==> src/hdl/rlm_pkg.sv <==
`timescale 1ns / 1ps
`default_nettype none
// ----------------------------------------------------------------------------
// rlm_pkg
// Shared widths, constants and handshake types of the RMS level meter.
// ----------------------------------------------------------------------------
package rlm_pkg;

   localparam int SAMPLE_W          = 16;
   localparam int SQ_W              = 32;
   localparam int SUM_W             = 40;
   localparam int LEVEL_W           = 16;
   localparam int COUNT_OUT_W       = 10;
   localparam int RSP_DATA_W        = 32;
   localparam int RSP_PAD_W         = RSP_DATA_W - LEVEL_W - COUNT_OUT_W;
   localparam int ROOT_W            = SUM_W / 2;
   localparam int RAD_W             = ROOT_W + 2;
   localparam int DIV_STEPS         = SUM_W;
   localparam int ROOT_STEPS        = ROOT_W;
   localparam int STEP_W            = $clog2(DIV_STEPS);
   localparam int MAX_BLOCK_DEFAULT = 512;
   localparam int CNT_W_DEFAULT     = $clog2(MAX_BLOCK_DEFAULT + 1);

   localparam logic [LEVEL_W-1:0] LEVEL_MAX = {LEVEL_W{1'b1}};
   localparam logic [SUM_W-1:0]   SUM_MAX   = {SUM_W{1'b1}};

   // Request to the divide / root unit
   typedef struct packed {
      logic start;
   } unit_ctrl_type;

   // Status back from the divide / root unit
   typedef struct packed {
      logic busy;
      logic done;
   } unit_stat_type;

endpackage : rlm_pkg
`default_nettype wire

==> src/hdl/rms_level_meter_core.sv <==
`timescale 1ns / 1ps
`default_nettype none
// ----------------------------------------------------------------------------
// rms_level_meter_core
// Block RMS level of a stream of signed 16-bit audio samples.
// ----------------------------------------------------------------------------
// Usage:
//   req channel: one sample per item in req_tdata, req_tlast closes a block.
//   Each sample is squared and added to a saturating 40-bit sum; samples past
//   MAX_BLOCK in one block are dropped and flagged as overflow.
//   rsp channel: one item per block, floor(sqrt(floor(sum / count))) in
//   unsigned Q1.15 (32768 is full scale), the sample count, and in rsp_tuser
//   the overflow flag.
// Input flow: an item without req_tlast is accepted, then added in an
//   accumulate state in which no item is taken; the 16x16 squarer feeds
//   a single 40-bit adder. A closing item holds off the next item while
//   the result is computed, and for longer while rsp_tready stays low.
// Result path: after the closing item is accepted come accumulate, load,
//   40 divide steps and 20 root steps of the shared subtract unit, then
//   capture, which raises rsp_tvalid.
// After a closing item req_tready stays low until the result has been taken.
// Reset clears the sum, count, flag and handshakes; no result is pending.
// A stalled receiver holds the result in place and the block takes nothing.
// ----------------------------------------------------------------------------
module rms_level_meter_core #(
   parameter int MAX_BLOCK = rlm_pkg::MAX_BLOCK_DEFAULT
) (
   input  wire logic                            clock,
   input  wire logic                            reset,
   // req_tdata: [15:0] sample (signed)
   input  wire logic                            req_tvalid,
   output      logic                            req_tready,
   input  wire logic [rlm_pkg::SAMPLE_W-1:0]    req_tdata,
   input  wire logic                            req_tlast,
   // rsp_tdata: [15:0] rms_level, [25:16] sample_count, [31:26] zero
   output      logic                            rsp_tvalid,
   input  wire logic                            rsp_tready,
   output      logic [rlm_pkg::RSP_DATA_W-1:0]  rsp_tdata,
   // rsp_tuser: [0] overflow
   output      logic                            rsp_tuser
);
   import rlm_pkg::*;

   localparam int CNT_W = $clog2(MAX_BLOCK + 1);

   typedef enum logic [4:0] {
      S_IDLE  = 5'b00001,
      S_ACCUM = 5'b00010,
      S_LOAD  = 5'b00100,
      S_ROOT  = 5'b01000,
      S_OUT   = 5'b10000
   } state_type;

   state_type               state_ff, state_in;
   logic [SUM_W-1:0]        sum_ff, sum_in;
   logic [CNT_W-1:0]        count_ff, count_in;
   logic                    dropped_ff, dropped_in;
   logic [SQ_W-1:0]         sq_ff, sq_in;
   logic                    last_ff, last_in;
   logic [LEVEL_W-1:0]      level_ff, level_in;
   logic [COUNT_OUT_W-1:0]  out_count_ff, out_count_in;
   logic                    out_over_ff, out_over_in;

   logic signed [SAMPLE_W-1:0]  sample_s;
   logic signed [SQ_W-1:0]      product;
   logic [SUM_W:0]              sum_ext;
   logic [CNT_W+COUNT_OUT_W-1:0] count_ext;
   logic                        room;
   unit_ctrl_type               unit_ctrl;
   unit_stat_type               unit_stat;
   logic [ROOT_W-1:0]           unit_root;

   // Square at the port, register the product before the add
   assign sample_s = signed'(req_tdata);
   assign product  = sample_s * sample_s;
   assign sq_in    = (req_tvalid && req_tready) ? unsigned'(product) : sq_ff;
   assign last_in  = (req_tvalid && req_tready) ? req_tlast : last_ff;

   assign sum_ext   = {1'b0, sum_ff} + (SUM_W + 1)'(sq_ff);
   assign room      = (count_ff < CNT_W'(MAX_BLOCK));
   assign count_ext = {{COUNT_OUT_W{1'b0}}, count_ff};

   assign unit_ctrl.start = (state_ff == S_LOAD);

   rlm_root_unit #(
      .CNT_W (CNT_W)
   ) u_root (
      .clock    (clock),
      .reset    (reset),
      .ctrl     (unit_ctrl),
      .dividend (sum_ff),
      .divisor  (count_ff),
      .stat     (unit_stat),
      .root     (unit_root)
   );

   always_comb begin
      state_in     = state_ff;
      sum_in       = sum_ff;
      count_in     = count_ff;
      dropped_in   = dropped_ff;
      level_in     = level_ff;
      out_count_in = out_count_ff;
      out_over_in  = out_over_ff;
      case (state_ff)
         S_IDLE: begin
            if (req_tvalid) begin
               state_in = S_ACCUM;
            end
         end
         S_ACCUM: begin
            // add with saturation, or drop the sample once the block is full
            if (room) begin
               sum_in   = sum_ext[SUM_W] ? SUM_MAX : sum_ext[SUM_W-1:0];
               count_in = count_ff + 1'b1;
            end else begin
               dropped_in = 1'b1;
            end
            state_in = last_ff ? S_LOAD : S_IDLE;
         end
         S_LOAD: begin
            state_in = S_ROOT;
         end
         S_ROOT: begin
            if (unit_stat.done) begin
               if (count_ff == '0) begin
                  level_in = '0;
               end else if (|unit_root[ROOT_W-1:LEVEL_W]) begin
                  level_in = LEVEL_MAX;
               end else begin
                  level_in = unit_root[LEVEL_W-1:0];
               end
               out_count_in = count_ext[COUNT_OUT_W-1:0];
               out_over_in  = dropped_ff;
               // clear the block state for the next block
               sum_in       = '0;
               count_in     = '0;
               dropped_in   = 1'b0;
               state_in     = S_OUT;
            end
         end
         S_OUT: begin
            if (rsp_tready) begin
               state_in = S_IDLE;
            end
         end
         default: begin
            state_in = S_IDLE;
         end
      endcase
   end

   always_ff @(posedge clock) begin
      if (reset) begin
         state_ff   <= S_IDLE;
         sum_ff     <= '0;
         count_ff   <= '0;
         dropped_ff <= 1'b0;
      end else begin
         state_ff   <= state_in;
         sum_ff     <= sum_in;
         count_ff   <= count_in;
         dropped_ff <= dropped_in;
      end
   end

   always_ff @(posedge clock) begin
      sq_ff        <= sq_in;
      last_ff      <= last_in;
      level_ff     <= level_in;
      out_count_ff <= out_count_in;
      out_over_ff  <= out_over_in;
   end

   assign req_tready = (state_ff == S_IDLE);
   assign rsp_tvalid = (state_ff == S_OUT);
   assign rsp_tdata  = {{RSP_PAD_W{1'b0}}, out_count_ff, level_ff};
   assign rsp_tuser  = out_over_ff;

   // Never take a sample while a result waits
   a_no_overlap : assert property (@(posedge clock) disable iff (reset)
      !(req_tready && rsp_tvalid))
      else $error("input accepted while a result is pending");

   // The root unit finishes only while the sequencer waits for it
   a_done_in_root : assert property (@(posedge clock) disable iff (reset)
      unit_stat.done |-> (state_ff == S_ROOT))
      else $error("root unit finished outside the wait state");

   // Start the root unit only when it is idle
   a_start_idle : assert property (@(posedge clock) disable iff (reset)
      unit_ctrl.start |-> !unit_stat.busy)
      else $error("root unit started while busy");

   // The count never passes the block limit
   a_count_bound : assert property (@(posedge clock) disable iff (reset)
      count_ff <= CNT_W'(MAX_BLOCK))
      else $error("sample count beyond block limit");

   // Block state is clear once a result has been handed over
   a_clear_after_rsp : assert property (@(posedge clock) disable iff (reset)
      (rsp_tvalid && rsp_tready) |=> (count_ff == '0 && !dropped_ff && req_tready))
      else $error("block state not cleared after result");

endmodule : rms_level_meter_core
`default_nettype wire

==> src/hdl/rlm_root_unit.sv <==
`timescale 1ns / 1ps
`default_nettype none
// ----------------------------------------------------------------------------
// rlm_root_unit
// Iterative floor(sqrt(floor(dividend / divisor))). One shared subtract and
// compare serves a restoring divide (one quotient bit a cycle) and then a
// digit-by-digit square root (one root bit a cycle).
// ----------------------------------------------------------------------------
module rlm_root_unit #(
   parameter int CNT_W = rlm_pkg::CNT_W_DEFAULT
) (
   input  wire logic                        clock,
   input  wire logic                        reset,
   input  wire rlm_pkg::unit_ctrl_type      ctrl,
   input  wire logic [rlm_pkg::SUM_W-1:0]   dividend,
   input  wire logic [CNT_W-1:0]            divisor,
   output      rlm_pkg::unit_stat_type      stat,
   output      logic [rlm_pkg::ROOT_W-1:0]  root
);
   import rlm_pkg::*;

   localparam int SUB_W = (CNT_W + 1 > RAD_W) ? CNT_W + 1 : RAD_W;

   typedef enum logic [2:0] {
      U_IDLE = 3'b001,
      U_DIV  = 3'b010,
      U_ROOT = 3'b100
   } ustate_type;

   ustate_type          ustate_ff, ustate_in;
   logic [STEP_W-1:0]   step_ff, step_in;
   logic                done_ff, done_in;
   logic [CNT_W-1:0]    rem_ff, rem_in;
   logic [SUM_W-1:0]    quo_ff, quo_in;
   logic [ROOT_W-1:0]   srem_ff, srem_in;
   logic [ROOT_W-1:0]   root_ff, root_in;

   logic [CNT_W:0]      div_cand;
   logic [RAD_W-1:0]    sqrt_cand;
   logic [RAD_W-1:0]    trial;
   logic [SUB_W-1:0]    op_a, op_b;
   logic [SUB_W:0]      diff;
   logic                ge;

   // Shared subtract: borrow clear means operand a is not below operand b
   assign div_cand  = {rem_ff, quo_ff[SUM_W-1]};
   assign sqrt_cand = {srem_ff, quo_ff[SUM_W-1 -: 2]};
   assign trial     = {root_ff, 2'b01};

   always_comb begin
      if (ustate_ff == U_DIV) begin
         op_a = SUB_W'(div_cand);
         op_b = SUB_W'(divisor);
      end else begin
         op_a = SUB_W'(sqrt_cand);
         op_b = SUB_W'(trial);
      end
   end

   assign diff = {1'b0, op_a} - {1'b0, op_b};
   assign ge   = ~diff[SUB_W];

   always_comb begin
      ustate_in = ustate_ff;
      step_in   = step_ff;
      done_in   = 1'b0;
      rem_in    = rem_ff;
      quo_in    = quo_ff;
      srem_in   = srem_ff;
      root_in   = root_ff;
      case (ustate_ff)
         U_IDLE: begin
            if (ctrl.start) begin
               quo_in    = dividend;
               rem_in    = '0;
               step_in   = '0;
               ustate_in = U_DIV;
            end
         end
         U_DIV: begin
            // shift in one quotient bit, keep the partial remainder
            quo_in  = {quo_ff[SUM_W-2:0], ge};
            rem_in  = ge ? diff[CNT_W-1:0] : div_cand[CNT_W-1:0];
            step_in = step_ff + 1'b1;
            if (step_ff == STEP_W'(DIV_STEPS - 1)) begin
               step_in   = '0;
               srem_in   = '0;
               root_in   = '0;
               ustate_in = U_ROOT;
            end
         end
         U_ROOT: begin
            // consume two radicand bits, produce one root bit
            quo_in  = {quo_ff[SUM_W-3:0], 2'b00};
            srem_in = ge ? diff[ROOT_W-1:0] : sqrt_cand[ROOT_W-1:0];
            root_in = {root_ff[ROOT_W-2:0], ge};
            step_in = step_ff + 1'b1;
            if (step_ff == STEP_W'(ROOT_STEPS - 1)) begin
               step_in   = '0;
               done_in   = 1'b1;
               ustate_in = U_IDLE;
            end
         end
         default: begin
            ustate_in = U_IDLE;
         end
      endcase
   end

   always_ff @(posedge clock) begin
      if (reset) begin
         ustate_ff <= U_IDLE;
         step_ff   <= '0;
         done_ff   <= 1'b0;
      end else begin
         ustate_ff <= ustate_in;
         step_ff   <= step_in;
         done_ff   <= done_in;
      end
   end

   always_ff @(posedge clock) begin
      rem_ff  <= rem_in;
      quo_ff  <= quo_in;
      srem_ff <= srem_in;
      root_ff <= root_in;
   end

   assign stat.busy = (ustate_ff != U_IDLE);
   assign stat.done = done_ff;
   assign root      = root_ff;

endmodule : rlm_root_unit
`default_nettype wire

==> config.mk <==
export PLATFORM = sky130hd
export DESIGN_NAME = rms_level_meter_core
export DESIGN_NICKNAME = d
export VERILOG_FILES = /design/src/hdl/rlm_pkg.sv /design/src/hdl/rms_level_meter_core.sv /design/src/hdl/rlm_root_unit.sv
export SDC_FILE = /design/constraint.sdc
export NUM_CORES = 1
export LEC_CHECK = 0
export BUFFER_PORTS_ARGS = -buffer_cell sky130_fd_sc_hd__buf_2
export CORE_AREA = 3 3 221 223
export DETAILED_ROUTE_END_ITERATION = 8
export DIE_AREA = 0 0 224 226
export SLEW_MARGIN = 20
export SYNTH_ARGS = -nofsm -noshare
export SYNTH_HDL_FRONTEND = slang
export SYNTH_SLANG_ARGS = --single-unit
==> constraint.sdc <==
create_clock -name clock -period 9.13 [get_ports clock]
set_input_delay 1.3695 -clock clock [delete_from_list [all_inputs] [get_ports clock]]
set_output_delay 1.3695 -clock clock [all_outputs]
set_load 0.1 [all_outputs]
==> out/summary.txt, run 1 <==
Root Buffer -> clkbuf_16
Worst Path Required -> 9390 ps
Buf+Inv Stages, Crit Path -> 4
Die Area -> 50600 sq um
Yosys warns -> 0
GRT Total Usage -> 17.9%
Relative slew margins -> 29.6%
Reg clk slew, reported paths -> 60 ps
CP most frequent cell -> fa_1
Gpl congestion -> 0.910
LEAKAGE -> 0.0104 uW
Initial Util -> 44.0%
Hold Fails Final Rpt -> 0
M1 GR Usage -> 23.9%
WHS -> 447 ps
CTS Buffer Depth -> 3
Post-Syn Area -> 20600 sq um
Endpoint class of the critical path -> flip-flop
WS Path Type -> input port to flip-flop
Pwr Density -> 387 nW/um^2
Cts repair resizes -> 0
Synth Instances -> 2177
Congestion Overflow GR -> 0
Slowest CP cell -> fa_1
Final Skew -> 11.9 ps
Via-to-Cell Ratio -> 5.16
CTS buffer count -> 23
Number of routed nets with antenna violations -> 0
Total wire length -> 44400 um
Crit path max-delay family -> adder cells
Min-delay worst type -> flip-flop to flip-flop
Actual slew at the worst max-slew pin -> 1050 ps
Synth unique cells -> 77
R2r startpoint -> u_root.ustate_ff[2]
DRC violations left -> 0
Setup TNS -> 0 ps
IO Count -> 56
Placed instance area -> 21400 sq um
Status -> complete, no violations
# clock sinks -> 215
Min-delay src -> dropped_ff
Max VDD drop -> 0.000268 V
Max-cap violations -> 0
WL per Instance -> 15.8 um
H-tree Lvls -> 1
Vias -> 14500
Post-synthesis sequential area ratio -> 28.2%
Final worst path period share -> 84.0%
Post-layout minimum cycle time -> 7670 ps
EDFF count, synth -> 149
Vias in the first global route -> 15200
Slew Limit Fails -> 0
Worst Path Max Fanout -> 20
Fmax -> 0.130 GHz
Site Rows -> 79
Synth-to-layout area growth -> 7.81%
Hold-fix buffers, CTS -> 0
Number of synthesized register bits -> 215
DIE HEIGHT -> 226 um
Number of DRC markers in iteration 0 -> 637
Die width -> 224 um
Nets@finish -> 2596
Worst-Skew Late Latency -> 520 ps
Critical Path AT -> 7930 ps
CTS tree -> done
Worst path cell trace -> buf_2, nand2_1, fa_1, inv_1, fa_1, fa_1, fa_1, fa_1, inv_1, fa_1, inv_1, ha_1, nand3_1, nor2_1, nand3_1, o31a_1, a311oi_1, o21a_1, o21ai_1, and4b_1, or3_1
Share of layout cells above drive strength 1 -> 5.94%
Iteration count of the initial detailed-routing pass -> 5
Met3 Resource Use GR -> 1.42%
Crit. Startpoint -> req_tdata[4]
GR Util met2 -> 31.9%
First-pass GRT wire length -> 75700 um
Placeable Area -> 46800 sq um
Max incr delay on CP -> 780 ps
Number of setup violations in the final report -> 0
Commonest non-fill, non-tap cell in the layout -> inv_1
Dominant synthesized flop cell -> edfxtp_1
Crit path launch type -> input port
Global route hottest layer -> met2
Post-route cell area -> 22200 sq um
Most frequent cells in the layout -> inv_1 (369), nand2_1 (319), fa_1 (235)
Post-synth ARST share -> 0%
Ant diodes -> 0
RSZ-0062 raised after global routing -> no
Antenna violations before repair -> 0
Mapped Avg Cell Area -> 9.45 sq um
Post-CTS Setup Repair Bufs -> 0
IO buf count -> 49
Dpl hpwl -> 35200 um
Pin count of the biggest net entering global routing -> 58
-- layout make-up --
| cell class | instances | area, sq um |
|---|---|---|
| Sequential cell | 215 | 5800 |
| Clock inverter | 11 | 160 |
| Timing Repair Buffer | 64 | 358 |
| Clock buffer | 30 | 632 |
| Tap cell | 607 | 759 |
| Inverter | 370 | 1390 |
| Multi-Input combinational cell | 1515 | 13100 |
| Fill cell | 4408 | 24600 |
-- report_power, final --
part | leakage [uW] | internal, uW | switching, uW
Sequential | 0.00187 | 1450 | 30.4
Clock | 0.000388 | 601 | 384
Combinational | 0.00818 | 2660 | 3450
-- routing by layer --
layer | vias to the layer above | wire, um
li1 | 7161 | -
met1 | 7102 | 20800
met2 | 202 | 21500
met3 | 47 | 1300
met4 | 0 | 699
met5 | - | 0
-- final timing paths --
check                                        end  slack, ps  depth (start not counted)
worst max-delay path                   sq_ff[30]       1460                         21
worst max register to register  u_root.rem_ff[3]       4160                         15
worst min-delay path                   rsp_tuser        450                          0
worst min register to register         rsp_tuser        450                          0
-- cell families after synthesis --
logic type / after synthesis / synth area share (%)
buffers and inverters: 452 / 8.48
other: 1 / 0.0182
muxes: 12 / 0.584
DFF: 215 / 28.2
AOI/OAI and AO/OA: 365 / 11.8
adders and majority gates: 386 / 32.1
xor gates and xnor gates: 94 / 4.00
and+or+nand+nor: 652 / 14.8
-- sequential cells by signal (all words and copies together), names as in the netlist, 6 cells and up --
name            cells
count_ff           10
level_ff           16
out_count_ff       10
sq_ff              31
sum_ff             40
u_root.quo_ff      40
u_root.rem_ff      10
u_root.root        20
u_root.srem_ff     20
u_root.step_ff      6
-- synth_stat cells (3+ instances only) --
cell type	count	area, sq um
a21o_1	33	248
nor2b_1	14	87.6
a311oi_1	3	26.3
o21ai_0	66	330
and4_1	3	26.3
xnor2_1	64	561
mux2i_1	12	120
clkbuf_1	62	233
inv_1	370	1390
o2111ai_1	3	26.3
or3_1	8	50.1
ha_1	151	1890
nor3b_1	6	45.0
a22oi_1	39	293
buf_1	3	11.3
nand2_1	320	1200
buf_4	10	75.1
nor4_1	5	31.3
a31oi_1	8	50.1
nor2_1	98	368
buf_2	7	35.0
a31o_2	4	35.0
o21ai_1	9	45.0
edfxtp_1	149	4470
o21bai_1	7	52.6
o31ai_1	6	45.0
nand4_1	11	68.8
a211o_1	4	35.0
a221o_1	9	90.1
fa_1	235	4700
nand2b_1	18	113
and2_1	58	363
or4_1	4	30.0
or2_2	7	43.8
a211oi_1	12	90.1
a2111oi_0	4	35.0
a21oi_1	97	485
nand3_1	29	145
xor2_1	30	263
and3_1	31	194
o41ai_1	3	26.3
dfxtp_1	66	1320
nor3_1	24	120
o21a_1	27	203
-- through the flow --
step | power [uW] | std cells | setup WS, ps | utilization, %
2_1_floorplan | 6430 | 2182 | 1450 | -
3_3_place_gp | 7450 | 2771 | 1090 | 45.7
3_5_place_dp | 7610 | 2771 | 919 | 45.7
4_1_cts | 8630 | 2812 | 1450 | 47.4
5_1_grt | 9590 | 2812 | 1070 | 47.4
6_report | 8590 | 2812 | 1460 | 47.4
(Power assumes the default switching activity.)
==> run 2: changes to the inputs <==
Clock period 9.13 ns to 6.9 ns, I/O delays scaled along.
==> run 2 against run 1 <==
Clock skew shrank 2.4 ps. Die area is the same. First-iteration DRC count shrank 3.6%. Count of clock-buffer cells in the layout is the same. Global-route usage shrank 0.32 points. Sequential share of layout area shrank 1.3 points. Wire length shrank 2.1%. Critical path type unchanged.
==> out/summary.txt, run 2 (synthesized netlist as in run 1, its figures left out) <==
Ant diodes -> 0 (unchanged)
Number of routed nets with antenna violations -> 0 (unchanged)
Actual slew at the worst max-slew pin -> 1050 ps (-0.491 ps)
Antenna violations before repair -> 0 (unchanged)
Hold Fails Final Rpt -> 0 (unchanged)
M1 GR Usage -> 22.9% (-1.0 points)
IO buf count -> 49 (unchanged)
Met3 Resource Use GR -> 1.23% (-0.18 points)
Critical Path AT -> 6870 ps (-1060 ps)
Pin count of the biggest net entering global routing -> 49 (-16%)
Endpoint class of the critical path -> flip-flop
LEAKAGE -> 0.0111 uW (+6.4%)
Slew Limit Fails -> 0 (unchanged)
WL per Instance -> 14.7 um (-6.6%)
Site Rows -> 79 (unchanged)
Worst Path Max Fanout -> 11 (-45%)
Min-delay worst type -> flip-flop to flip-flop
Worst-Skew Late Latency -> 500 ps (-20 ps)
Gpl congestion -> 0.856 (-6.0%)
Worst Path Required -> 7140 ps (-2250 ps)
Vias -> 14800 (+2.0%)
Die width -> 224 um (unchanged)
Max-cap violations -> 0 (unchanged)
RSZ-0062 raised after global routing -> no
Synth-to-layout area growth -> 13.3%
Fmax -> 0.151 GHz
H-tree Lvls -> 1 (unchanged)
CTS tree -> done
Share of layout cells above drive strength 1 -> 11.8% (+5.8 points)
Via-to-Cell Ratio -> 5.02 (-2.7%)
Hold-fix buffers, CTS -> 0 (unchanged)
Post-layout minimum cycle time -> 6630 ps
Die Area -> 50600 sq um (unchanged)
Relative slew margins -> 29.6% (+0.033 points)
DIE HEIGHT -> 226 um (unchanged)
CTS buffer count -> 23 (unchanged)
Congestion Overflow GR -> 0 (unchanged)
Max VDD drop -> 0.000564 V (+110%)
IO Count -> 56 (unchanged)
Cts repair resizes -> 0 (unchanged)
Nets@finish -> 2732 (+5.2%)
Total power -> 12800 uW (+49%)
Post-CTS Setup Repair Bufs -> 0 (unchanged)
GR Util met2 -> 32.2% (+0.25 points)
GRT Total Usage -> 17.5% (-0.32 points)
First-pass GRT wire length -> 74900 um (-0.98%)
Final Skew -> 9.51 ps (-2.36 ps)
Number of DRC markers in iteration 0 -> 614 (-3.6%)
Dpl hpwl -> 35400 um (+0.55%)
Crit path launch type -> input port
Final worst path period share -> 96.1%
Iteration count of the initial detailed-routing pass -> 5 (unchanged)
Multi-input gate area -> 13100 sq um (+0.33%)
CTS Buffer Depth -> 3 (unchanged)
Placeable Area -> 46800 sq um (unchanged)
Status -> complete, no violations
Total wire length -> 43400 um (-2.1%)
Root Buffer -> clkbuf_16
Pwr Density -> 551 nW/um^2 (+42%)
# fillers -> 4348 (-1.4%)
Global route hottest layer -> met2
Initial Util -> 44.0% (unchanged)
Biggest regs -> sum_ff x40, u_root.quo_ff x40, sq_ff x31
Vias in the first global route -> 15600 (+3.0%)
# clock sinks -> 215 (unchanged)
Commonest non-fill, non-tap cell in the layout -> inv_1
Number of setup violations in the final report -> 0 (unchanged)
WS Path Type -> input port to flip-flop
Reg clk slew, reported paths -> 60 ps (about the same)
DRC violations left -> 0 (unchanged)
WHS -> 441 ps (-6.85 ps)
Most frequent cells in the layout -> inv_1 (368), nand2_1 (317), fa_1 (233)
Seq. cell area -> 5800 sq um (unchanged)
run 2: through the flow:
stage	TNS [ps]	cells	util, %	area (sq um)	setup WS [ps]
final	0	2948	49.8	23300	271
after global routing	0	2948	49.8	23300	4.67
after CTS	0	2948	49.8	23300	265
after detailed placement	-630	2907	48.2	22500	-277
after global placement	-233	2907	48.2	22500	-207
after floorplan	0	2182	-	20700	2.27
run 2: per-layer routing:
layer | wire length (um) | part of all wire, % | vias up
met2 | 21400 | 49 | 197
met1 | 20100 | 46 | 7088
li1 | - | - | 7458
met3 | 1090 | 2.5 | 53
met5 | 0 | 0 | -
met4 | 803 | 1.8 | 0
run 2: path summary, 6_finish.rpt:
check	from	endpoint	slack [ps]	cells past startpoint
setup reg to reg	u_root.ustate_ff[2]	u_root.rem_ff[3]	1900	13
hold reg to reg	dropped_ff	rsp_tuser	440	0
setup / recovery	req_tdata[15]	sq_ff[30]	270	22
hold / removal	dropped_ff	rsp_tuser	440	0
run 2: final cells by class:
type,instances,area share (%)
clock buffers,30,2.72
clock inverters,11,0.596
inverters,370,5.96
multi-input cells,1515,56.3
flip-flops and latches,215,24.9
well taps,607,3.26
repair buffers,200,6.24
run 2: worst max-delay path, stage by stage:
cell      delay, ps
buf_2           240
inv_1            90
nor2_1          180
fa_2            520
buf_4           180
fa_1            470
fa_1            500
fa_1            500
fa_1            490
inv_1            50
fa_1            470
inv_1            40
ha_1            280
nand3_1          90
nor2_2          170
nand3_1         100
o31a_1          340
a311oi_2        290
o21a_1          200
o21ai_1          70
and4b_1         200
or3_1           360
run 2: power by group:
part           leakage, uW  internal, uW  switching (uW)
Sequential         0.00187          1920            40.7
Combinational      0.00887          4820            4800
Clock             0.000367           760             491
==> run 3: changes to the inputs <==
Settings changed: CORE_AREA 3 3 221 223 to 3 3 198 200, DIE_AREA 0 0 224 226 to 0 0 201 203, PLACE_DENSITY set to 0.74.
==> run 3 against run 2 <==
Worst hold slack worse by 5.4 ps. Wire length down 2.5%. Power down 1.0%. Via count up 1.2%. Largest cell class unchanged. Highest routed layer unchanged. Largest power group unchanged. Flip-flop and latch count unchanged.
==> out/summary.txt, run 3 (synthesized netlist as in run 1, its figures left out) <==
Gpl congestion -> 0.886 (+3.5%)
Number of DRC markers in iteration 0 -> 878 (+43%)
Vias -> 15000 (+1.2%)
Fmax -> 0.152 GHz (+0.50%)
Endpoint class of the critical path -> flip-flop
Slew Limit Fails -> 0 (unchanged)
Worst Path Max Fanout -> 4 (-7)
Worst path cell trace -> buf_2, inv_1, nor2_1, ha_1, xnor2_1, fa_1, fa_1, fa_1, fa_1, inv_1, fa_1, inv_1, ha_4, nand3_1, nor2_2, buf_4, o2111ai_1, o31a_1, a311oi_2, o21a_1, o21ai_1, and4b_1, or3_1
Total wire length -> 42300 um (-2.5%)
Number of setup violations in the final report -> 0 (unchanged)
IO Count -> 56 (unchanged)
IO buf count -> 49 (unchanged)
Max-cap violations -> 0 (unchanged)
Global route hottest layer -> met2
Actual slew at the worst max-slew pin -> 1020 ps (-27.2 ps)
Worst Path Required -> 7150 ps (about the same)
Dpl hpwl -> 34500 um (-2.4%)
CTS tree -> done
Vias in the first global route -> 15800 (+0.86%)
M1 GR Usage -> 27.0% (+4.1 points)
Final core area utilization -> 61.2% (+11 points)
Relative slew margins -> 31.4% (+1.8 points)
Critical Path AT -> 6840 ps (-30 ps)
GRT Total Usage -> 21.1% (+3.6 points)
DRC violations left -> 0 (unchanged)
Reg clk slew, reported paths -> 60 ps (about the same)
Die Area -> 40800 sq um (-19%)
Hold path cells -> 0 (unchanged)
RSZ-0062 raised after global routing -> no
Share of layout cells above drive strength 1 -> 11.1% (-0.70 points)
Worst reg2reg path depth -> 14 (+1)
Via-to-Cell Ratio -> 5.28 (+5.2%)
Root Buffer -> clkbuf_16
Iteration count of the initial detailed-routing pass -> 7 (+2)
# clock sinks -> 215 (unchanged)
CTS buffer count -> 22 (-4.3%)
# fillers -> 3122 (-28%)
Number of routed nets with antenna violations -> 0 (unchanged)
Setup TNS -> 0 ps (unchanged)
Slowest CP cell -> fa_1
Worst-Skew Late Latency -> 510 ps (about the same)
H-tree Lvls -> 1 (unchanged)
CP most frequent cell -> fa_1
Max incr delay on CP -> 530 ps (about the same)
Crit Reg-Reg Endpoint -> u_root.rem_ff[3]
Crit path launch type -> input port
Antenna violations before repair -> 0 (unchanged)
Post-layout minimum cycle time -> 6600 ps (-33.1 ps)
Crit path max-delay family -> adder cells
CTS Buffer Depth -> 3 (unchanged)
FF-to-FF setup slack -> 2290 ps (+390 ps)
Die width -> 201 um (-10%)
Site Rows -> 71 (-10%)
WL per Instance -> 14.9 um (+1.3%)
Endpoint, Worst Hold -> rsp_tuser
Congestion Overflow GR -> 0 (unchanged)
LEAKAGE -> 0.0110 uW (-0.80%)
Status -> complete, no violations
Nets@finish -> 2717 (-0.55%)
Hold Fails Final Rpt -> 0 (unchanged)
Final Skew -> 16.6 ps (+7.09 ps)
Initial Util -> 54.7% (+11 points)
Max VDD drop -> 0.000626 V (+11%)
Placeable Area -> 37600 sq um (-20%)
GR Util met2 -> 39.2% (+7.0 points)
Buf+Inv Stages, Crit Path -> 5 (unchanged)
Most frequent cells in the layout -> inv_1 (369), nand2_1 (317), fa_1 (233)
Post-CTS Setup Repair Bufs -> 0 (unchanged)
First-pass GRT wire length -> 73800 um (-1.5%)
Pin count of the biggest net entering global routing -> 53 (+8.2%)
Synth-to-layout area growth -> 11.8%
Met3 Resource Use GR -> 1.75% (+0.51 points)
DIE HEIGHT -> 203 um (-10%)
R2r startpoint -> u_root.ustate_ff[2]
Commonest non-fill, non-tap cell in the layout -> inv_1
CP Depth -> 23 (+4.5%)
Ant diodes -> 0 (unchanged)
Pwr Density -> 552 nW/um^2 (+0.21%)
Min-delay worst type -> flip-flop to flip-flop
Biggest regs -> sum_ff x40, u_root.quo_ff x40, sq_ff x31
Cts repair resizes -> 0 (unchanged)
WS Path Type -> input port to flip-flop
Min-delay src -> dropped_ff
Final worst path period share -> 95.6% (-0.48 points)
Hold-fix buffers, CTS -> 0 (unchanged)
run 3: cell count changes in the layout (fill, tap and decap cells not counted):
| cell | previous run | this run |
|---|---|---|
| buf_4 | 145 | 131 |
| clkbuf_1 | 5 | 9 |
| bufinv_16 | 3 | 1 |
| clkinv_1 | 3 | 1 |
| clkinvlp_4 | 3 | 1 |
| clkbuf_8 | 1 | 0 |
| clkinv_2 | 2 | 3 |
| clkinv_8 | 0 | 1 |
| inv_1 | 368 | 369 |
| inv_6 | 1 | 0 |
run 3: how the worst max path moves through the flow:
| stage | from | slack, ps | to |
|---|---|---|---|
| 2_1_floorplan | req_tdata[1] | 2 | sq_ff[30] |
| 3_3_place_gp | req_tdata[15] | -110 | sq_ff[30] |
| 3_5_place_dp | req_tdata[10] | -230 | sq_ff[30] |
| 4_1_cts | req_tdata[10] | 290 | sq_ff[30] |
| 5_1_grt | req_tdata[10] | 20 | sq_ff[30] |
| 6_report | req_tdata[10] | 300 | sq_ff[30] |
run 3: final cells by class:
type	count	area, sq um	share of cell area, %
multi-input cells	1515	13100	57.0
flip-flops and latches	215	5800	25.2
inverters	370	1390	6.04
repair buffers	186	1350	5.86
well taps	511	639	2.78
clock buffers	33	634	2.76
clock inverters	7	72.6	0.316
run 3: per-stage QoR:
| stage | total power [uW] | cells | area [sq um] | hold slack [ps] | worst slack [ps] |
|---|---|---|---|---|---|
| 6_report | 12700 | 2837 | 23000 | 435 | 304 |
| 5_1_grt | 14200 | 2837 | 23000 | 448 | 23.6 |
| 2_1_floorplan | 8680 | 2182 | 20700 | 408 | 2.27 |
| 3_5_place_dp | 11600 | 2797 | 22300 | 421 | -233 |
| 3_3_place_gp | 11300 | 2797 | 22300 | 420 | -107 |
| 4_1_cts | 12800 | 2837 | 23000 | 435 | 291 |
run 3: where the power goes:
group          switching [uW]  internal [uW]
sequential               35.3           1920
clock                     486            677
combinational            4820           4760
run 3: per-layer routing:
layer  vias to the layer above  share of wire, %
li1                       7403                 -
met1                      7255                44
met2                       264                51
met3                        57               3.1
met4                         0               1.7
met5                         -                 0
